`src/hdl/mqr_pkg.sv`:
```
`timescale 1ns / 1ps
// Package for the mDNS query responder: sizes, header offsets and answer layout.
// No dependencies; the cfg interface, parser, emitter, top level and bench import it.
package mqr_pkg;

  localparam int unsigned MaxPacketBytesDefault = 512;
  localparam int unsigned NameLen   = 16;
  localparam int unsigned HeaderLen = 12;
  localparam int unsigned ReplyLen  = 42;
  localparam int unsigned IdxW      = 6;
  localparam int unsigned PendW     = 2;
  localparam int unsigned CfgIdxW   = 2;
  localparam int unsigned CfgDataW  = 64;

  // Configuration register indexes.
  localparam logic [CfgIdxW-1:0] RegLocalIpv4    = 2'd0;
  localparam logic [CfgIdxW-1:0] RegMatchNameHigh = 2'd1;
  localparam logic [CfgIdxW-1:0] RegMatchNameLow  = 2'd2;

  // Header byte offsets of interest.
  localparam int unsigned PosFlagsHigh  = 2;
  localparam int unsigned PosQdHigh     = 4;
  localparam int unsigned PosQdLow      = 5;
  localparam int unsigned PosFirstMatch = HeaderLen + NameLen - 1;

  // Answer field offsets and constant bytes.
  localparam logic [IdxW-1:0] AnsNameFirst = 6'd12;
  localparam logic [IdxW-1:0] AnsNameLast  = 6'd27;
  localparam logic [IdxW-1:0] AnsIpFirst   = 6'd38;
  localparam logic [IdxW-1:0] AnsFlagsHigh = 6'd2;
  localparam logic [IdxW-1:0] AnsCountLow  = 6'd7;
  localparam logic [IdxW-1:0] AnsTypeLow   = 6'd29;
  localparam logic [IdxW-1:0] AnsClassHigh = 6'd30;
  localparam logic [IdxW-1:0] AnsClassLow  = 6'd31;
  localparam logic [IdxW-1:0] AnsTtlLow    = 6'd35;
  localparam logic [IdxW-1:0] AnsLenLow    = 6'd37;
  localparam logic [IdxW-1:0] AnsLastIdx   = 6'(ReplyLen - 1);

  localparam logic [7:0] FlagsAuthHigh = 8'h84;
  localparam logic [7:0] ClassFlush    = 8'h80;
  localparam logic [7:0] TtlSeconds    = 8'h78;
  localparam logic [7:0] RdLength      = 8'h04;
  localparam logic [7:0] OneLow        = 8'h01;

  // One byte of the answer datagram at position idx.
  function automatic logic [7:0] reply_at(input logic [IdxW-1:0] idx,
                                          input logic [31:0] ipv4,
                                          input logic [127:0] name);
    logic [3:0] nsel;
    logic [1:0] isel;
    logic [7:0] res;
    nsel = 4'(idx - AnsNameFirst);
    isel = 2'(idx - AnsIpFirst);
    res  = 8'h00;
    priority if (idx >= AnsNameFirst && idx <= AnsNameLast) begin
      res = name[8'(127 - 8 * int'(nsel)) -: 8];
    end else if (idx >= AnsIpFirst && idx <= AnsLastIdx) begin
      res = ipv4[6'(31 - 8 * int'(isel)) -: 8];
    end else if (idx == AnsFlagsHigh) begin
      res = FlagsAuthHigh;
    end else if (idx == AnsCountLow || idx == AnsTypeLow || idx == AnsClassLow) begin
      res = OneLow;
    end else if (idx == AnsClassHigh) begin
      res = ClassFlush;
    end else if (idx == AnsTtlLow) begin
      res = TtlSeconds;
    end else if (idx == AnsLenLow) begin
      res = RdLength;
    end else begin
      res = 8'h00;
    end
    return res;
  endfunction

endpackage

```
`src/hdl/mqr_tx_if.sv`:
```
`timescale 1ns / 1ps
// Answer datagram byte channel.
// No dependencies.
interface mqr_tx_if;
  logic       valid;
  logic       ready;
  logic [7:0] reply_byte;
  logic       reply_last;
  modport source (output valid, reply_byte, reply_last, input ready);
  modport sink   (input valid, reply_byte, reply_last, output ready);
endinterface

```
`src/hdl/mqr_emitter.sv`:
```
`timescale 1ns / 1ps
// Answer generator: pending answer count, byte index and output register.
// Depends on mqr_pkg and mqr_tx_if.
module mqr_emitter
  import mqr_pkg::*;
(
  input  logic         clk,
  input  logic         rst,
  input  logic         trigger,
  input  logic [31:0]  ipv4,
  input  logic [127:0] name,
  output logic         full,
  mqr_tx_if.source     tx
);

  logic [PendW-1:0] pending, pending_next;
  logic [IdxW-1:0]  emit_index;
  logic             load, done;

  assign full = (pending == {PendW{1'b1}});
  assign load = (pending != '0) && (!tx.valid || tx.ready);
  assign done = load && (emit_index == AnsLastIdx);

  always_comb begin
    pending_next = pending;
    if (trigger && !done) pending_next = pending + 1'b1;
    else if (!trigger && done) pending_next = pending - 1'b1;
  end

  always_ff @(posedge clk) begin
    if (rst) begin
      pending    <= '0;
      emit_index <= '0;
      tx.valid   <= 1'b0;
    end else begin
      pending <= pending_next;
      if (load) begin
        tx.valid   <= 1'b1;
        emit_index <= done ? '0 : emit_index + 1'b1;
      end else if (tx.ready) begin
        tx.valid <= 1'b0;
      end
    end
  end

  always_ff @(posedge clk) begin
    if (load) begin
      tx.reply_byte <= reply_at(emit_index, ipv4, name);
      tx.reply_last <= done;
    end
  end

endmodule

```
`src/flat_wrapper.sv`:
```
// flat-port wrapper written by rule: the top's interface ports become plain ports
module mqr_emitter_flat import mqr_pkg::*;
  (clk, rst, trigger, ipv4, name, full, tx_valid, tx_reply_byte, tx_reply_last, tx_ready);
  mqr_tx_if tx_i ();
  input  logic clk;
  input  logic rst;
  input  logic trigger;
  input  logic [31:0] ipv4;
  input  logic [127:0] name;
  output logic full;
  output wire logic [$bits(tx_i.valid)-1:0] tx_valid;
  output wire logic [$bits(tx_i.reply_byte)-1:0] tx_reply_byte;
  output wire logic [$bits(tx_i.reply_last)-1:0] tx_reply_last;
  input wire logic [$bits(tx_i.ready)-1:0] tx_ready;
  assign tx_valid = tx_i.valid;
  assign tx_reply_byte = tx_i.reply_byte;
  assign tx_reply_last = tx_i.reply_last;
  assign tx_i.ready = tx_ready;
  mqr_emitter u_core (.clk(clk), .rst(rst), .trigger(trigger), .ipv4(ipv4), .name(name), .full(full), .tx(tx_i));
endmodule
```
`config.mk`:
```
export PLATFORM = sky130hd
export DESIGN_NAME = mqr_emitter_flat
export DESIGN_NICKNAME = d
export VERILOG_FILES = /design/src/hdl/mqr_pkg.sv /design/src/hdl/mqr_tx_if.sv /design/src/hdl/mqr_emitter.sv /design/src/flat_wrapper.sv
export SDC_FILE = /design/constraint.sdc
export NUM_CORES = 1
export LEC_CHECK = 0
export BUFFER_PORTS_ARGS = -buffer_cell sky130_fd_sc_hd__buf_2
export CAP_MARGIN = 40
export CORE_MARGIN = 1
export CORE_UTILIZATION = 37
export DETAILED_ROUTE_END_ITERATION = 10
export PLACE_DENSITY_LB_ADDON = 0.15
export SYNTH_ARGS = -nofsm -noshare
export SYNTH_HDL_FRONTEND = slang
export SYNTH_SLANG_ARGS = --single-unit
```
`constraint.sdc`:
```
create_clock -name clk -period 2.6 [get_ports clk]
set_input_delay 0.78 -clock clk [delete_from_list [all_inputs] [get_ports clk]]
set_output_delay 0.78 -clock clk [all_outputs]
set_load 0.01 [all_outputs]
```
==> impl_metrics.env <==
export IMPL_n_fill_cell=538
export IMPL_stdcell_count=438
export IMPL_cts_tree="yes"
export IMPL_grt_pass1_vias=2440
export IMPL_syn_instance_count=188
export IMPL_multi_input_area_mm2=0.001738
export IMPL_fin_crit_sh_pct=85.49
export IMPL_viasPerCell=5.452
export IMPL_synth_avg_cell_area_um2=12.36
export IMPL_numCtsBuffers=3
export IMPL_yosysSeqAreaShare_pct=19.39
export IMPL_p_per_area_mw_per_mm2=299.7
export IMPL_synth_edff_count=9
export IMPL_die_area_mm2=0.006601
export IMPL_firstDrtPassIters=4
export IMPL_fin_area_mm2=0.003327
export IMPL_yosysUniqueCellTypes=49
export IMPL_clkPwrFrac_pct=19.8
export IMPL_crit_type="reg2reg"
export IMPL_async_reset_ff_share_pct=0
export IMPL_skew_ps=0.7312
export IMPL_holdWs_ps=534.1
export IMPL_end_kind="register"
export IMPL_crit_arrival_ps=2240
export IMPL_grt_ovfl_total=0
export IMPL_p_int_w=0.0007057
export IMPL_layout_min_cycle_time_ps=2223
export IMPL_dp_hpwl_um=6337
export IMPL_power_frac_seq_pct=34.3
export IMPL_io_pins=175
export IMPL_finalHoldViolCount=0
export IMPL_layout_common_cells="buf_2 (174), mux4_2 (35), nor2_1 (11)"
export IMPL_ant_nets=0
export IMPL_core_mm2=0.005991
export IMPL_grt_use_total_pct=23.40
export IMPL_hold_buffers=0
export IMPL_syn_num_nets=362
export IMPL_post_route_util_pct=55.53
export IMPL_drive_gt1_share_pct=63.64
export IMPL_ir_drop_mv=0.1612
export IMPL_hold_path_class="reg2reg"
export IMPL_die_w_um=81.25
export IMPL_layout_commonest_cell="buf_2"
export IMPL_antenna_found_initial=0
export IMPL_n_antenna_cell=0
export IMPL_fmax_ghz=0.4499
export IMPL_power_leakage_nw=1.478
export IMPL_clock_latency_ps=250
export IMPL_p_switching_w=0.0002915
export IMPL_vias=2388
export IMPL_fin_tns_setup_ps=0
export IMPL_tightest_slew_ps=462.6
export IMPL_wl_per_cell_um=17.04
export IMPL_worstSetupStartpointType="register"
export IMPL_grt_pass1_wl_um=11540
export IMPL_die_h_um=81.25
export IMPL_gp_congestion=0.9210
export IMPL_grt_max_degree=33
export IMPL_switching_share_pct=29.23
export IMPL_cts_setup_buffers=0
export IMPL_yosysWarnings=0
export IMPL_status="complete, no violations"
export IMPL_register_area_um2=450.4
export IMPL_drcViolationCount=0
export IMPL_nets=538
export IMPL_clock_sinks=18
export IMPL_ys_flop_type="edfxtp_1"
export IMPL_htreeDepth=1
export IMPL_ctsResizeCount=0
export IMPL_slew_viol_final=0
export IMPL_numPortBuffers=174
export IMPL_syn_area_mm2=0.002323
export IMPL_drt_wl_total_um=7462
export IMPL_initial_core_util_pct=38.78
export IMPL_cts_buffer_depth=2
export IMPL_drt_iter0_drc=219
export IMPL_path_clk_slew_ps=70
export IMPL_comb_power_share_pct=45.8
export IMPL_fp_row_count=28
export IMPL_synth_seq_cells=18
export IMPL_finalSetupViolCount=0
export IMPL_slew_headroom_pct=68.95
export IMPL_rsz0062_at_grt="no"
export IMPL_dp_cells=434
export IMPL_worst_ep_required_time_ps=2610
export IMPL_path_max_fanout=32
export IMPL_area_growth_pct=43.19
export IMPL_cts_root_buf="clkbuf_8"
export IMPL_placed_cell_area_mm2=0.003282
export IMPL_max_cap_violations=0
-- critical path: stages, from the launching register on --
cell	delay (ps)
dfxtp_1	330
inv_1	130
ha_1	360
buf_12	200
mux4_2	320
mux4_2	470
nand2_1	110
nand2_1	50
-- worst paths after layout --
check | slack [ps] | cells past startpoint | start | endpoint
worst max-delay path | 380 | 7 | u_core.emit_index[2]$_SDFFE_PP0P_ | u_core.tx.reply_byte[1]$_DFFE_PP_
worst min-delay path | 530 | 2 | u_core.pending[1]$_SDFFE_PP0P_ | u_core.pending[1]$_SDFFE_PP0P_
worst max register to register | 380 | 7 | u_core.emit_index[2]$_SDFFE_PP0P_ | u_core.tx.reply_byte[1]$_DFFE_PP_
worst min register to register | 530 | 2 | u_core.pending[1]$_SDFFE_PP0P_ | u_core.pending[1]$_SDFFE_PP0P_
-- sequential cells by signal (all words and copies together) (netlist names) --
| name | flops |
|---|---|
| u_core.tx.reply_byte | 8 |
| u_core.tx.reply_last | 1 |
| u_core.pending | 2 |
| u_core.tx.valid | 1 |
| u_core.emit_index | 6 |
-- layer usage --
layer | wire length, µm | part of all wire [%] | global-route usage [%]
met4 | 133 | 1.8 | 7.321
met2 | 3825 | 51 | 43.61
met3 | 571 | 7.7 | 3.034
met1 | 2932 | 39 | 27.54
met5 | 0 | 0 | 0
-- power by group through the flow --
stage          clock [W]  sequential, W  combinational (W)
3_3_place_gp           0       0.000349           0.000451
2_1_floorplan          0       0.000354           0.000266
5_1_grt         0.000218       0.000345           0.000502
6_report        0.000198       0.000342           0.000457
3_5_place_dp           0       0.000348           0.000461
4_1_cts         0.000203       0.000342           0.000463
-- cell usage after synthesis (2+ instances only) --
cell type | n | share of area [%]
inv_1 | 7 | 1.1
o211ai_1 | 4 | 1.3
buf_4 | 4 | 1.3
buf_6 | 2 | 0.97
o21ai_0 | 6 | 1.3
buf_2 | 2 | 0.43
a22oi_1 | 2 | 0.65
and2_1 | 2 | 0.54
mux4_2 | 35 | 34
clkbuf_1 | 3 | 0.48
or2_2 | 2 | 0.54
buf_1 | 2 | 0.32
nor4_1 | 2 | 0.54
nor3_1 | 4 | 0.86
nand3_1 | 6 | 1.3
xor2_1 | 2 | 0.75
mux2_2 | 4 | 1.9
o21ai_1 | 3 | 0.65
nand2_1 | 10 | 1.6
edfxtp_1 | 9 | 12
xnor2_1 | 4 | 1.5
a211oi_1 | 4 | 1.3
dfxtp_1 | 9 | 7.8
nor2_1 | 11 | 1.8
ha_1 | 10 | 5.4
nor2b_1 | 7 | 1.9
a32oi_1 | 2 | 0.75
mux4_1 | 9 | 10
-- through the flow --
stage | power [W] | setup slack [ps]
final | 0.0009972 | 377.2
after global placement | 0.0008006 | 353.7
after global routing | 0.001066 | 216.3
after detailed placement | 0.0008096 | 319.8
after CTS | 0.001008 | 371.5
after floorplan | 0.0006194 | 37.37
-- area by class of cell --
type / instances / area share, %
Inverter: 9 / 1.015
Clock buffer: 3 / 1.241
Multi-Input combinational cell: 147 / 52.24
Clock inverter: 1 / 0.1128
Sequential cell: 18 / 13.54
Tap cell: 75 / 2.821
Timing Repair Buffer: 185 / 29.03
-- cells by family (layout without fill, tap and decap cells) --
group | count (synthesis) | after routing | share of synthesized area, %
xor+xnor | 6 | 6 | 2.262
buf+inv | 23 | 198 | 5.816
simple gates | 51 | 51 | 11.42
compound gates | 31 | 31 | 9.263
fa+ha+maj | 10 | 10 | 5.385
mux | 49 | 49 | 46.47
flops | 18 | 18 | 19.39
Power figures use the tool's default switching activity.
