`src/hdl/mqr_pkg.sv`:
```
`timescale 1ns / 1ps
// Package for the mDNS query responder: sizes, header offsets and answer layout.
// No dependencies; the cfg interface, parser, emitter, top level and bench import it.
package mqr_pkg;

  localparam int unsigned MaxPacketBytesDefault = 512;
  localparam int unsigned NameLen   = 16;
  localparam int unsigned HeaderLen = 12;
  localparam int unsigned ReplyLen  = 42;
  localparam int unsigned IdxW      = 6;
  localparam int unsigned PendW     = 2;
  localparam int unsigned CfgIdxW   = 2;
  localparam int unsigned CfgDataW  = 64;

  // Configuration register indexes.
  localparam logic [CfgIdxW-1:0] RegLocalIpv4    = 2'd0;
  localparam logic [CfgIdxW-1:0] RegMatchNameHigh = 2'd1;
  localparam logic [CfgIdxW-1:0] RegMatchNameLow  = 2'd2;

  // Header byte offsets of interest.
  localparam int unsigned PosFlagsHigh  = 2;
  localparam int unsigned PosQdHigh     = 4;
  localparam int unsigned PosQdLow      = 5;
  localparam int unsigned PosFirstMatch = HeaderLen + NameLen - 1;

  // Answer field offsets and constant bytes.
  localparam logic [IdxW-1:0] AnsNameFirst = 6'd12;
  localparam logic [IdxW-1:0] AnsNameLast  = 6'd27;
  localparam logic [IdxW-1:0] AnsIpFirst   = 6'd38;
  localparam logic [IdxW-1:0] AnsFlagsHigh = 6'd2;
  localparam logic [IdxW-1:0] AnsCountLow  = 6'd7;
  localparam logic [IdxW-1:0] AnsTypeLow   = 6'd29;
  localparam logic [IdxW-1:0] AnsClassHigh = 6'd30;
  localparam logic [IdxW-1:0] AnsClassLow  = 6'd31;
  localparam logic [IdxW-1:0] AnsTtlLow    = 6'd35;
  localparam logic [IdxW-1:0] AnsLenLow    = 6'd37;
  localparam logic [IdxW-1:0] AnsLastIdx   = 6'(ReplyLen - 1);

  localparam logic [7:0] FlagsAuthHigh = 8'h84;
  localparam logic [7:0] ClassFlush    = 8'h80;
  localparam logic [7:0] TtlSeconds    = 8'h78;
  localparam logic [7:0] RdLength      = 8'h04;
  localparam logic [7:0] OneLow        = 8'h01;

  // One byte of the answer datagram at position idx.
  function automatic logic [7:0] reply_at(input logic [IdxW-1:0] idx,
                                          input logic [31:0] ipv4,
                                          input logic [127:0] name);
    logic [3:0] nsel;
    logic [1:0] isel;
    logic [7:0] res;
    nsel = 4'(idx - AnsNameFirst);
    isel = 2'(idx - AnsIpFirst);
    res  = 8'h00;
    priority if (idx >= AnsNameFirst && idx <= AnsNameLast) begin
      res = name[8'(127 - 8 * int'(nsel)) -: 8];
    end else if (idx >= AnsIpFirst && idx <= AnsLastIdx) begin
      res = ipv4[6'(31 - 8 * int'(isel)) -: 8];
    end else if (idx == AnsFlagsHigh) begin
      res = FlagsAuthHigh;
    end else if (idx == AnsCountLow || idx == AnsTypeLow || idx == AnsClassLow) begin
      res = OneLow;
    end else if (idx == AnsClassHigh) begin
      res = ClassFlush;
    end else if (idx == AnsTtlLow) begin
      res = TtlSeconds;
    end else if (idx == AnsLenLow) begin
      res = RdLength;
    end else begin
      res = 8'h00;
    end
    return res;
  endfunction

endpackage

```
`src/hdl/mqr_parser.sv`:
```
`timescale 1ns / 1ps
// Datagram parser: byte count, header bits, sliding name window and answer decision.
// Depends on mqr_pkg.
module mqr_parser
  import mqr_pkg::*;
#(
  parameter int unsigned MAX_PACKET_BYTES = MaxPacketBytesDefault
) (
  input  logic         clk,
  input  logic         rst,
  input  logic         accept,
  input  logic [7:0]   data_byte,
  input  logic         last_byte,
  input  logic [127:0] name,
  output logic         trigger
);

  localparam int unsigned CountW = $clog2(MAX_PACKET_BYTES + 1);
  localparam logic [CountW-1:0] MaxCount   = CountW'(MAX_PACKET_BYTES);
  localparam logic [CountW-1:0] CntFlags   = CountW'(PosFlagsHigh);
  localparam logic [CountW-1:0] CntQdHigh  = CountW'(PosQdHigh);
  localparam logic [CountW-1:0] CntQdLow   = CountW'(PosQdLow);
  localparam logic [CountW-1:0] CntMatch   = CountW'(PosFirstMatch);
  localparam logic [CountW-1:0] CntHeader  = CountW'(HeaderLen);

  logic [CountW-1:0]    byte_count, byte_count_next;
  logic [8*NameLen-1:0] name_window, name_window_next;
  logic                 response_bit, response_bit_next;
  logic                 question_nonzero, question_nonzero_next;
  logic                 name_found, name_found_next;
  logic                 in_range;

  always_comb begin
    in_range              = byte_count < MaxCount;
    byte_count_next       = byte_count;
    name_window_next      = name_window;
    response_bit_next     = response_bit;
    question_nonzero_next = question_nonzero;
    name_found_next       = name_found;
    if (in_range) begin
      if (byte_count == CntFlags) response_bit_next = data_byte[7];
      if (byte_count == CntQdHigh) question_nonzero_next = (data_byte != 8'h00);
      if (byte_count == CntQdLow && data_byte != 8'h00) question_nonzero_next = 1'b1;
      // oldest byte sits at the top, lined up with name byte 0
      name_window_next = {name_window[8*NameLen-9:0], data_byte};
      if (byte_count >= CntMatch && name_window_next == name) name_found_next = 1'b1;
      byte_count_next = byte_count + 1'b1;
    end
    trigger = accept && last_byte && byte_count_next >= CntHeader &&
              !response_bit_next && question_nonzero_next && name_found_next;
  end

  always_ff @(posedge clk) begin
    if (rst || (accept && last_byte)) begin
      byte_count       <= '0;
      name_window      <= '0;
      response_bit     <= 1'b0;
      question_nonzero <= 1'b0;
      name_found       <= 1'b0;
    end else if (accept) begin
      byte_count       <= byte_count_next;
      name_window      <= name_window_next;
      response_bit     <= response_bit_next;
      question_nonzero <= question_nonzero_next;
      name_found       <= name_found_next;
    end
  end

endmodule

```
`config.mk`:
```
export PLATFORM = sky130hd
export DESIGN_NAME = mqr_parser
export DESIGN_NICKNAME = d
export VERILOG_FILES = /design/src/hdl/mqr_pkg.sv /design/src/hdl/mqr_parser.sv
export SDC_FILE = /design/constraint.sdc
export NUM_CORES = 1
export LEC_CHECK = 0
export BUFFER_PORTS_ARGS = -buffer_cell sky130_fd_sc_hd__buf_2
export CAP_MARGIN = 10
export CORE_ASPECT_RATIO = 0.6
export CORE_UTILIZATION = 40
export CTS_CLUSTER_DIAMETER = 50
export CTS_CLUSTER_SIZE = 16
export DETAILED_ROUTE_END_ITERATION = 6
export PLACE_DENSITY_LB_ADDON = 0.12
export SLEW_MARGIN = 20
export SYNTH_ARGS = -nofsm -noshare
export SYNTH_HDL_FRONTEND = slang
export SYNTH_SLANG_ARGS = --single-unit
export TNS_END_PERCENT = 5
```
`constraint.sdc`:
```
create_clock -name clk -period 2.6 [get_ports clk]
set_input_delay 0.13 -clock clk [delete_from_list [all_inputs] [get_ports clk]]
set_output_delay 0.13 -clock clk [all_outputs]
set_load 0.02 [all_outputs]
```
==> results_dict.tcl, run 1 <==
set metrics [dict create \
    synth_top_area_share_pct 40.5 \
    coreArea_um2 15700 \
    cts_tree "yes" \
    placed_area_um2 7560 \
    ant_nets 0 \
    skew_ns 0.0114 \
    synth-seq-area-share_pct 40.5 \
    via_per_inst 5.35 \
    min_from "data_byte[2]" \
    wire_per_inst_um 19.6 \
    cp_max_fo 3 \
    clock_latency_ns 0.42 \
    synth_edf_count 0 \
    power_density_nw_per_um2 619 \
    synthTopCellsByArea "dfxtp_1, nand2_1, a21oi_1" \
    arrival_ns 2.51 \
    clock_sinks 133 \
    grt_usage_pct 28.3 \
    grt_pass1_wl_um 35000 \
    drv_cap 0 \
    finalMaxSlewViolations 0 \
    hp-class "input pin to flip-flop" \
    ys_warn_count 0 \
    drt-total-wl_um 23800 \
    fillCellCount 1551 \
    drt_iter0_markers 671 \
    syn-instance-count 864 \
    startpoint "name_window[27]" \
    synthFlopType "dfxtp_1" \
    hold_viol 0 \
    die_y_um 101 \
    r2r_start "name_window[27]" \
    start_util_pct 41.9 \
    dieArea_um2 17000 \
    ys_async_sr_fraction_pct 0 \
    place_congestion 0.951 \
    rsz0062_at_grt "yes" \
    io_buffers 140 \
    yosysUniqueCellTypes 46 \
    power.leakage_nw 3.22 \
    failed_checks "setup timing" \
    cp-start-kind "flip-flop" \
    drtPass1Iterations 5 \
    syn_to_final_growth_pct 26.7 \
    n_antenna_cell 0 \
    yosysTopAreaCell "dfxtp_1" \
    period_share_pct 102 \
    whs_ns 0.0112 \
    overflow 0 \
    drc 0 \
    dp_hpwl_um 17900 \
    synth_nets 1008 \
    antenna_found_initial 0 \
    drive_above_1_share_pct 21.6 \
    cts_buffers 17 \
    max_slew.worst_pin.slew_ns 0.561 \
    most-common-layout-cells "nand2_1, buf_2, a21oi_1, dfxtp_1, xor2_1" \
    worstSetupPathType "flip-flop to output port" \
    slew_headroom_pct 61.6 \
    cp-end-kind "output port" \
    cts_buffer_depth 2 \
    grt_max_degree 122 \
    die_w_um 167 \
    htreeDepth 4 \
    avgSynthCellArea_um2 7.60 \
    ctsRootBufferMaster "clkbuf_16" \
    final_common_cell "nand2_1" \
    cp.required_ns 2.47 \
    setup_tns_ns -0.0397 \
    boundaryPins 141 \
    clkTransAtPathRegs_ns 0.06 \
    row_count 35 \
    grt_pass1_vias 5847 \
    design_area_um2 8320 \
    synth_seq_cells 133 \
    vias 6505 \
    vdd_ir_drop_max_v 0.000323 \
    power_mw 5.15 \
    period_minus_slack_ns 2.64 \
    nets 1144 \
    setup_ws_ns -0.0397 \
    setup_viol 1 \
    syn_area_um2 6570 \
    status "finished with violations" \
    fmaxAchievable_ghz 0.379 \
]
-- metrics by stage --
| step | instances | utilization (%) | setup slack, ns |
|---|---|---|---|
| 6_report | 1216 | 53.1 | -0.0397 |
| 5_1_grt | 1216 | 53.1 | -0.0825 |
| 4_1_cts | 1216 | 52.7 | 0.00311 |
| 3_5_place_dp | 1179 | 48.2 | 0.255 |
| 3_3_place_gp | 1179 | 48.2 | 0.268 |
| 2_1_floorplan | 864 | - | 0.465 |
-- kinds of logic (layout without fill, tap and decap cells) --
| kind of cell | Yosys count | count (layout) | synth area share, % |
|---|---|---|---|
| and+or+nand+nor | 386 | 386 | 27.0 |
| buffers and inverters | 80 | 229 | 4.57 |
| AOI/OAI and AO/OA | 178 | 178 | 16.1 |
| xor gates and xnor gates | 81 | 81 | 10.8 |
| DFF | 133 | 133 | 40.5 |
| adders and majority gates | 4 | 4 | 0.762 |
| muxes | 2 | 2 | 0.305 |
-- power by group --
group          total [mW]  switching (mW)  internal (mW)
combinational       0.477           0.294          0.182
clock                2.61           0.996           1.62
sequential           2.06          0.0132           2.05
-- metal layers --
metal / share of wire (%) / wire length, um / track usage (%)
met1: 51 / 12100 / 45.2
met2: 38 / 9010 / 36.7
met3: 10 / 2390 / 6.57
met4: 1.1 / 272 / 7.20
met5: 0 / 0 / 0
-- registers in the layout (all words and copies together), names as in the netlist --
signal and count:
byte_count 10, question_nonzero 1, name_found 1, response_bit 1, name_window 120
-- area by class of cell --
class                   count  area [um^2]  area share, %
multi-input cells         651         3700           44.5
clock buffers              18          429           5.16
inverters                  33          124           1.49
flip-flops and latches    133         2670           32.1
repair buffers            164          943           11.3
well taps                 203          254           3.05
clock inverters            14          199           2.39
-- synthesized netlist by cell type (all sizes together), types with 8 or more instances --
| cell | count |
|---|---|
| a2111oi | 12 |
| nor4 | 20 |
| inv | 30 |
| nor2 | 12 |
| dfxtp | 133 |
| o22ai | 8 |
| nand4 | 13 |
| nor2b | 40 |
| nand2 | 252 |
| xnor2 | 12 |
| nand3 | 8 |
| nand2b | 22 |
| a21oi | 127 |
| clkbuf | 40 |
| xor2 | 69 |
-- worst max-delay path, cell delays in order (launching register included) --
cell and delay [ns]:
dfxtp_1 0.40, inv_1 0.08, a2111oi_0 0.53, nand4_1 0.19, nor4_2 0.28, nand3_1 0.20, a211oi_2 0.24, buf_4 0.18
-- final timing paths --
path                       to  slack [ns]  cells after the start
min reg2reg  name_window[113]        0.46                      2
max                   trigger       -0.04                      7
max reg2reg        name_found        0.71                      6
min            name_window[2]        0.01                      3
-- what timing repair did --
item	in CTS	in global routing
resized for setup	9	17
pin swaps	4	2
hold endpoints to repair	4	0
endpoints found under the setup margin	1	1
hold buffers	4	0
buffers inserted	1	0
No activity file was read; power rests on OpenSTA's default activity.
==> run 2, diff against run 1 <==
--- a/config.mk
+++ b/config.mk
@@ -8,11 +8,12 @@
 export BUFFER_PORTS_ARGS = -buffer_cell sky130_fd_sc_hd__buf_2
 export CAP_MARGIN = 10
 export CORE_ASPECT_RATIO = 0.6
+export CORE_MARGIN = 4
 export CORE_UTILIZATION = 40
 export CTS_CLUSTER_DIAMETER = 50
 export CTS_CLUSTER_SIZE = 16
 export DETAILED_ROUTE_END_ITERATION = 6
-export PLACE_DENSITY_LB_ADDON = 0.12
+export PLACE_DENSITY = 0.6
 export SLEW_MARGIN = 20
 export SYNTH_ARGS = -nofsm -noshare
 export SYNTH_HDL_FRONTEND = slang
==> run 2 against run 1 <==
Effect of this change:
- the flow still finishes with violations (setup timing)
- sequential share of layout area up 0.17 points
- critical path depth is 1 lower
- fmax increased by 1.5%
- first-iteration DRC count increased by 23%
- core utilization decreased by 0.43 points
- count of clock-buffer cells in the layout rose by 2
- power decreased by 3.9%
- via count is 0.23% lower
- largest power group unchanged
==> results_dict.tcl, run 2 (synthesized netlist as in run 1, its figures left out) <==
set metrics [dict create \
    vias 6490 \
    power.leakage_nw 3.20 \
    overflow 0 \
    reg_top3 "name_window: 120 flops, byte_count: 10 flops" \
    whs_ns 0.00694 \
    hold_viol 0 \
    whs_endpoint "name_window[1]" \
    rr_endpoint "name_found" \
    p_int_mw 3.69 \
    place_congestion 0.958 \
    arrival_ns 2.47 \
    grt_usage_pct 25.3 \
    drive_above_1_share_pct 21.4 \
    rsz0062_at_grt "yes" \
    switching_share_pct 25.5 \
    cp-start-kind "flip-flop" \
    syn_to_final_growth_pct 26.0 \
    row_count 35 \
    p_switching_mw 1.26 \
    cts_tree "yes" \
    io_buffers 140 \
    failed_checks "setup timing" \
    period_share_pct 100 \
    die_w_um 173 \
    ctsRootBufferMaster "clkbuf_16" \
    dieArea_um2 18600 \
    drc 0 \
    finalMaxSlewViolations 0 \
    coreArea_um2 15700 \
    cts_buffers 17 \
    power_density_nw_per_um2 598 \
    clock_sinks 133 \
    slew_headroom_pct 53.6 \
    p_clk_share_pct 48.6 \
    final_common_cell "nand2_1" \
    max_stage_delay_ns 0.69 \
    critical-path-top-delay-family "simple AND/OR/NAND/NOR gates" \
    post-place-ws_ns 0.200 \
    clock_latency_ns 0.43 \
    grt_max_degree 123 \
    drtPass1Iterations 6 \
    htreeDepth 4 \
    antenna_found_initial 1 \
    most-common-layout-cells "nand2_1, buf_2, a21oi_1, dfxtp_1, xor2_1" \
    cp-end-kind "output port" \
    slowest_stage "or4_2" \
    status "finished with violations" \
    max_slew.worst_pin.slew_ns 0.693 \
    drt_iter0_markers 828 \
    worstSetupPathType "flip-flop to output port" \
    worst-r2r-cell-count 6 \
    skew_ns 0.00992 \
    p_seq_share_pct 41.7 \
    largest_reg_flops 120 \
    clkTransAtPathRegs_ns 0.06 \
    cp.required_ns 2.47 \
    dp_hpwl_um 18400 \
    min_from "data_byte[1]" \
    placed_area_um2 7520 \
    boundaryPins 141 \
    regMostFlops "name_window" \
    wire_per_inst_um 19.9 \
    rrSetupSlack_ns 0.73 \
    die_y_um 107 \
    power.share.combinational_pct 9.7 \
    cp_max_fo 3 \
    drv_cap 0 \
    cp_cell_sequence "xor2_1 -> or4_2 -> nor4_4 -> nand3_1 -> a211oi_2 -> buf_4" \
    startpoint "name_window[97]" \
    hp-class "input pin to flip-flop" \
    drt-total-wl_um 24200 \
    setup_ws_ns -0.00101 \
    hold_path_depth 3 \
    cts_buffer_depth 2 \
    grt_pass1_vias 5669 \
    power_mw 4.95 \
    nets 1140 \
    ant_nets 0 \
    start_util_pct 41.8 \
    period_minus_slack_ns 2.60 \
    fmaxAchievable_ghz 0.384 \
    design_area_um2 8280 \
    critPathBufInv 1 \
    via_per_inst 5.35 \
    grt_pass1_wl_um 35300 \
    r2r_start "name_window[64]" \
    vdd_ir_drop_max_v 0.000394 \
    setup_viol 1 \
]
-- run 2: worst max-delay path by stage --
stage | endpoint | depth (start not counted)
floorplan | trigger | 6
global placement | trigger | 7
detailed placement | trigger | 7
CTS | trigger | 7
global route | trigger | 7
finish | trigger | 6
-- run 2: repair_timing --
action	in CTS	in global routing
hold buffers	4	0
endpoints found under the hold margin	4	0
resized for setup	14	17
setup endpoints to repair	1	1
pin swaps	4	3
setup buffers	1	0
-- run 2: cell type report --
| cell class | count | area (um^2) |
|---|---|---|
| Clock inverter | 12 | 130 |
| Tap cell | 203 | 254 |
| Timing Repair Buffer | 160 | 901 |
| Clock buffer | 20 | 457 |
| Fill cell | 1572 | 7440 |
| Multi-Input combinational cell | 651 | 3740 |
| Inverter | 33 | 124 |
| Sequential cell | 133 | 2670 |
| Antenna cell | 1 | 2.50 |
-- run 2: stage by stage --
stage               setup TNS (ns)  utilization [%]  instances
floorplan                        0                -        864
global placement                 0             47.8       1175
detailed placement               0             47.8       1175
CTS                              0             52.2       1212
global route               -0.0881             52.7       1213
finish                    -0.00101             52.7       1213
-- run 2: metal layers --
metal	track usage (%)	wire length, um	vias up
met5	0	0	-
met1	40.3	12200	3015
met4	4.72	229	0
li1	-	-	3153
met2	31.4	9010	294
met3	9.06	2710	28
-- run 2: power groups by stage --
stage	registers (mW)	logic, mW	clock network [mW]
floorplan	2.10	0.204	0
CTS	2.06	0.464	2.42
finish	2.07	0.479	2.41
global route	2.07	0.512	2.52
detailed placement	2.11	0.450	0
global placement	2.11	0.452	0
-- run 2: worst reg2reg max path, delay by kind of cell (launching register included) --
family | cells | cell delay, ns
AO/OA/AOI/OAI | 2 | 0.59
flip-flops | 1 | 0.34
AND/OR/NAND/NOR | 4 | 0.85
==> run 3, diff against run 2 <==
--- a/config.mk
+++ b/config.mk
@@ -13,7 +13,7 @@
 export CTS_CLUSTER_DIAMETER = 50
 export CTS_CLUSTER_SIZE = 16
 export DETAILED_ROUTE_END_ITERATION = 6
-export PLACE_DENSITY = 0.6
+export PLACE_DENSITY = 0.71
 export SLEW_MARGIN = 20
 export SYNTH_ARGS = -nofsm -noshare
 export SYNTH_HDL_FRONTEND = slang
==> constraint.sdc (replaced) <==
create_clock -name clk -period 2.6 [get_ports clk]
set_input_delay 0.65 -clock clk [delete_from_list [all_inputs] [get_ports clk]]
set_output_delay 0.65 -clock clk [all_outputs]
set_load 0.02 [all_outputs]
==> run 3 against run 2 <==
Effect of this change:
- the flow still finishes with violations (setup timing)
- die area did not move
- fmax shrank 18%
- critical endpoint unchanged
- largest cell class unchanged
- setup slack lost 0.57 ns
==> results_dict.tcl, run 3 (synthesized netlist as in run 1, its figures left out) <==
set metrics [dict create \
    cts_tree "yes" \
    final_cells 1338 \
    drt_iter0_markers 756 \
    hp-class "flip-flop to flip-flop" \
    postCtsHoldBufs 0 \
    skew_ns 0.0122 \
    regMostFlops "name_window" \
    grt_usage_pct 26.6 \
    finalMaxSlewViolations 0 \
    drv_cap 0 \
    worst-r2r-cell-count 6 \
    rrSetupSlack_ns 0.68 \
    vdd_ir_drop_max_v 0.000372 \
    worstSetupPathType "input pin to output port" \
    fmaxAchievable_ghz 0.315 \
    setup_tns_ns -0.571 \
    slew_headroom_pct 62.9 \
    clock_sinks 133 \
    row_count 35 \
    whs_endpoint "name_window[113]" \
    largest_reg_flops 120 \
    vias 7085 \
    cts_buffer_depth 2 \
    dp_hpwl_um 19700 \
    drt-total-wl_um 25400 \
    ctsRootBufferMaster "clkbuf_16" \
    cp_cell_sequence "buf_2 -> nor2b_1 -> a2111o_1 -> or4_4 -> nor4_4 -> nand3_2 -> a211oi_4 -> buf_6" \
    grt_pass1_wl_um 37700 \
    dp_cells 1306 \
    io_buffers 140 \
    design_area_um2 9220 \
    multi_input_area_um2 3690 \
    dieArea_um2 18600 \
    status "finished with violations" \
    power_density_nw_per_um2 565 \
    setup_viol 1 \
    period_minus_slack_ns 3.17 \
    setup_ws_ns -0.571 \
    most-common-layout-cells "nand2_1, buf_4, buf_2" \
    start_util_pct 41.8 \
    overflow 0 \
    fillCellCount 1427 \
    coreArea_um2 15700 \
    max_stage_delay_ns 0.43 \
    grt_pass1_vias 6460 \
    rr_endpoint "name_found" \
    clock_latency_ns 0.42 \
    wire_per_inst_um 19.0 \
    drtPass1Iterations 5 \
    place_congestion 0.942 \
    final_common_cell "nand2_1" \
    via_per_inst 5.30 \
    drive_above_1_share_pct 29.6 \
    slowest_stage "or4_4" \
    grt_max_degree 122 \
    nets 1266 \
    failed_checks "setup timing" \
    rsz0062_at_grt "yes" \
    die_y_um 107 \
    htreeDepth 4 \
    power.leakage_nw 3.88 \
    hold_path_depth 2 \
    cp-start-kind "input pin" \
    syn_to_final_growth_pct 40.4 \
    post-place-ws_ns -0.780 \
    power_mw 5.21 \
    clkTransAtPathRegs_ns 0.06 \
    die_w_um 173 \
    period_share_pct 122 \
    ant_nets 0 \
    r2r_start "name_window[111]" \
    post_cts_buffers 0 \
    register_area_um2 2660 \
    cts_buffers 17 \
    n_antenna_cell 0 \
    drc 0 \
    max_slew.worst_pin.slew_ns 0.557 \
    min_from "name_window[113]" \
    cp-end-kind "output port" \
    hold_viol 0 \
    cp_max_fo 2 \
    placed_area_um2 8520 \
    cp.required_ns 1.95 \
    antenna_found_initial 0 \
    reg_top3 "name_window: 120 flops, byte_count: 10 flops" \
    arrival_ns 2.52 \
    boundaryPins 141 \
]
run 3: repair_timing:
item                                    4_1_cts  5_1_grt
hold endpoints to repair                      0        0
pin swaps                                     2        1
gates resized for setup                      11        5
endpoints found under the setup margin        1        1
run 3: final cells by class:
| class | instances | share of cell area [%] |
|---|---|---|
| repair buffers | 286 | 20.1 |
| well taps | 203 | 2.75 |
| multi-input cells | 651 | 40.0 |
| clock inverters | 14 | 2.17 |
| inverters | 33 | 1.34 |
| flip-flops and latches | 133 | 28.9 |
| clock buffers | 18 | 4.76 |
run 3: critical path, delay by kind of cell:
kind / cells / cell delay (ns)
compound gates: 2 / 0.62
buf+inv: 2 / 0.28
simple gates: 4 / 0.97
run 3: per-layer routing:
layer / routed length (um) / GRT usage, % / up-vias / part of all wire [%]
met5: 0 / 0 / - / 0
met4: 247 / 4.44 / 0 / 0.97
li1: - / - / 3414 / -
met3: 2670 / 6.56 / 19 / 11
met2: 10300 / 37.2 / 350 / 41
met1: 12200 / 41.1 / 3302 / 48
run 3: metrics by stage:
| step | hold slack (ns) | utilization, % |
|---|---|---|
| floorplan | 0.436 | - |
| global placement | 0.447 | 54.2 |
| detailed placement | 0.461 | 54.2 |
| CTS | 0.470 | 58.6 |
| global route | 0.493 | 58.6 |
| finish | 0.469 | 58.6 |
run 3: worst max-delay path by stage:
stage	slack (ns)	startpoint	endpoint	depth (start not counted)
3_5_place_dp	-0.78	name[67]	trigger	8
4_1_cts	-0.55	name[67]	trigger	8
3_3_place_gp	-0.76	name[67]	trigger	8
5_1_grt	-0.60	name[67]	trigger	8
2_1_floorplan	-0.26	name[67]	trigger	6
6_report	-0.57	name[67]	trigger	8
run 3: report_power, final:
part | switching, mW | leakage [nW] | internal [mW]
Sequential | 0.0111 | 1.07 | 2.05
Combinational | 0.301 | 2.50 | 0.217
Clock | 0.990 | 0.304 | 1.64
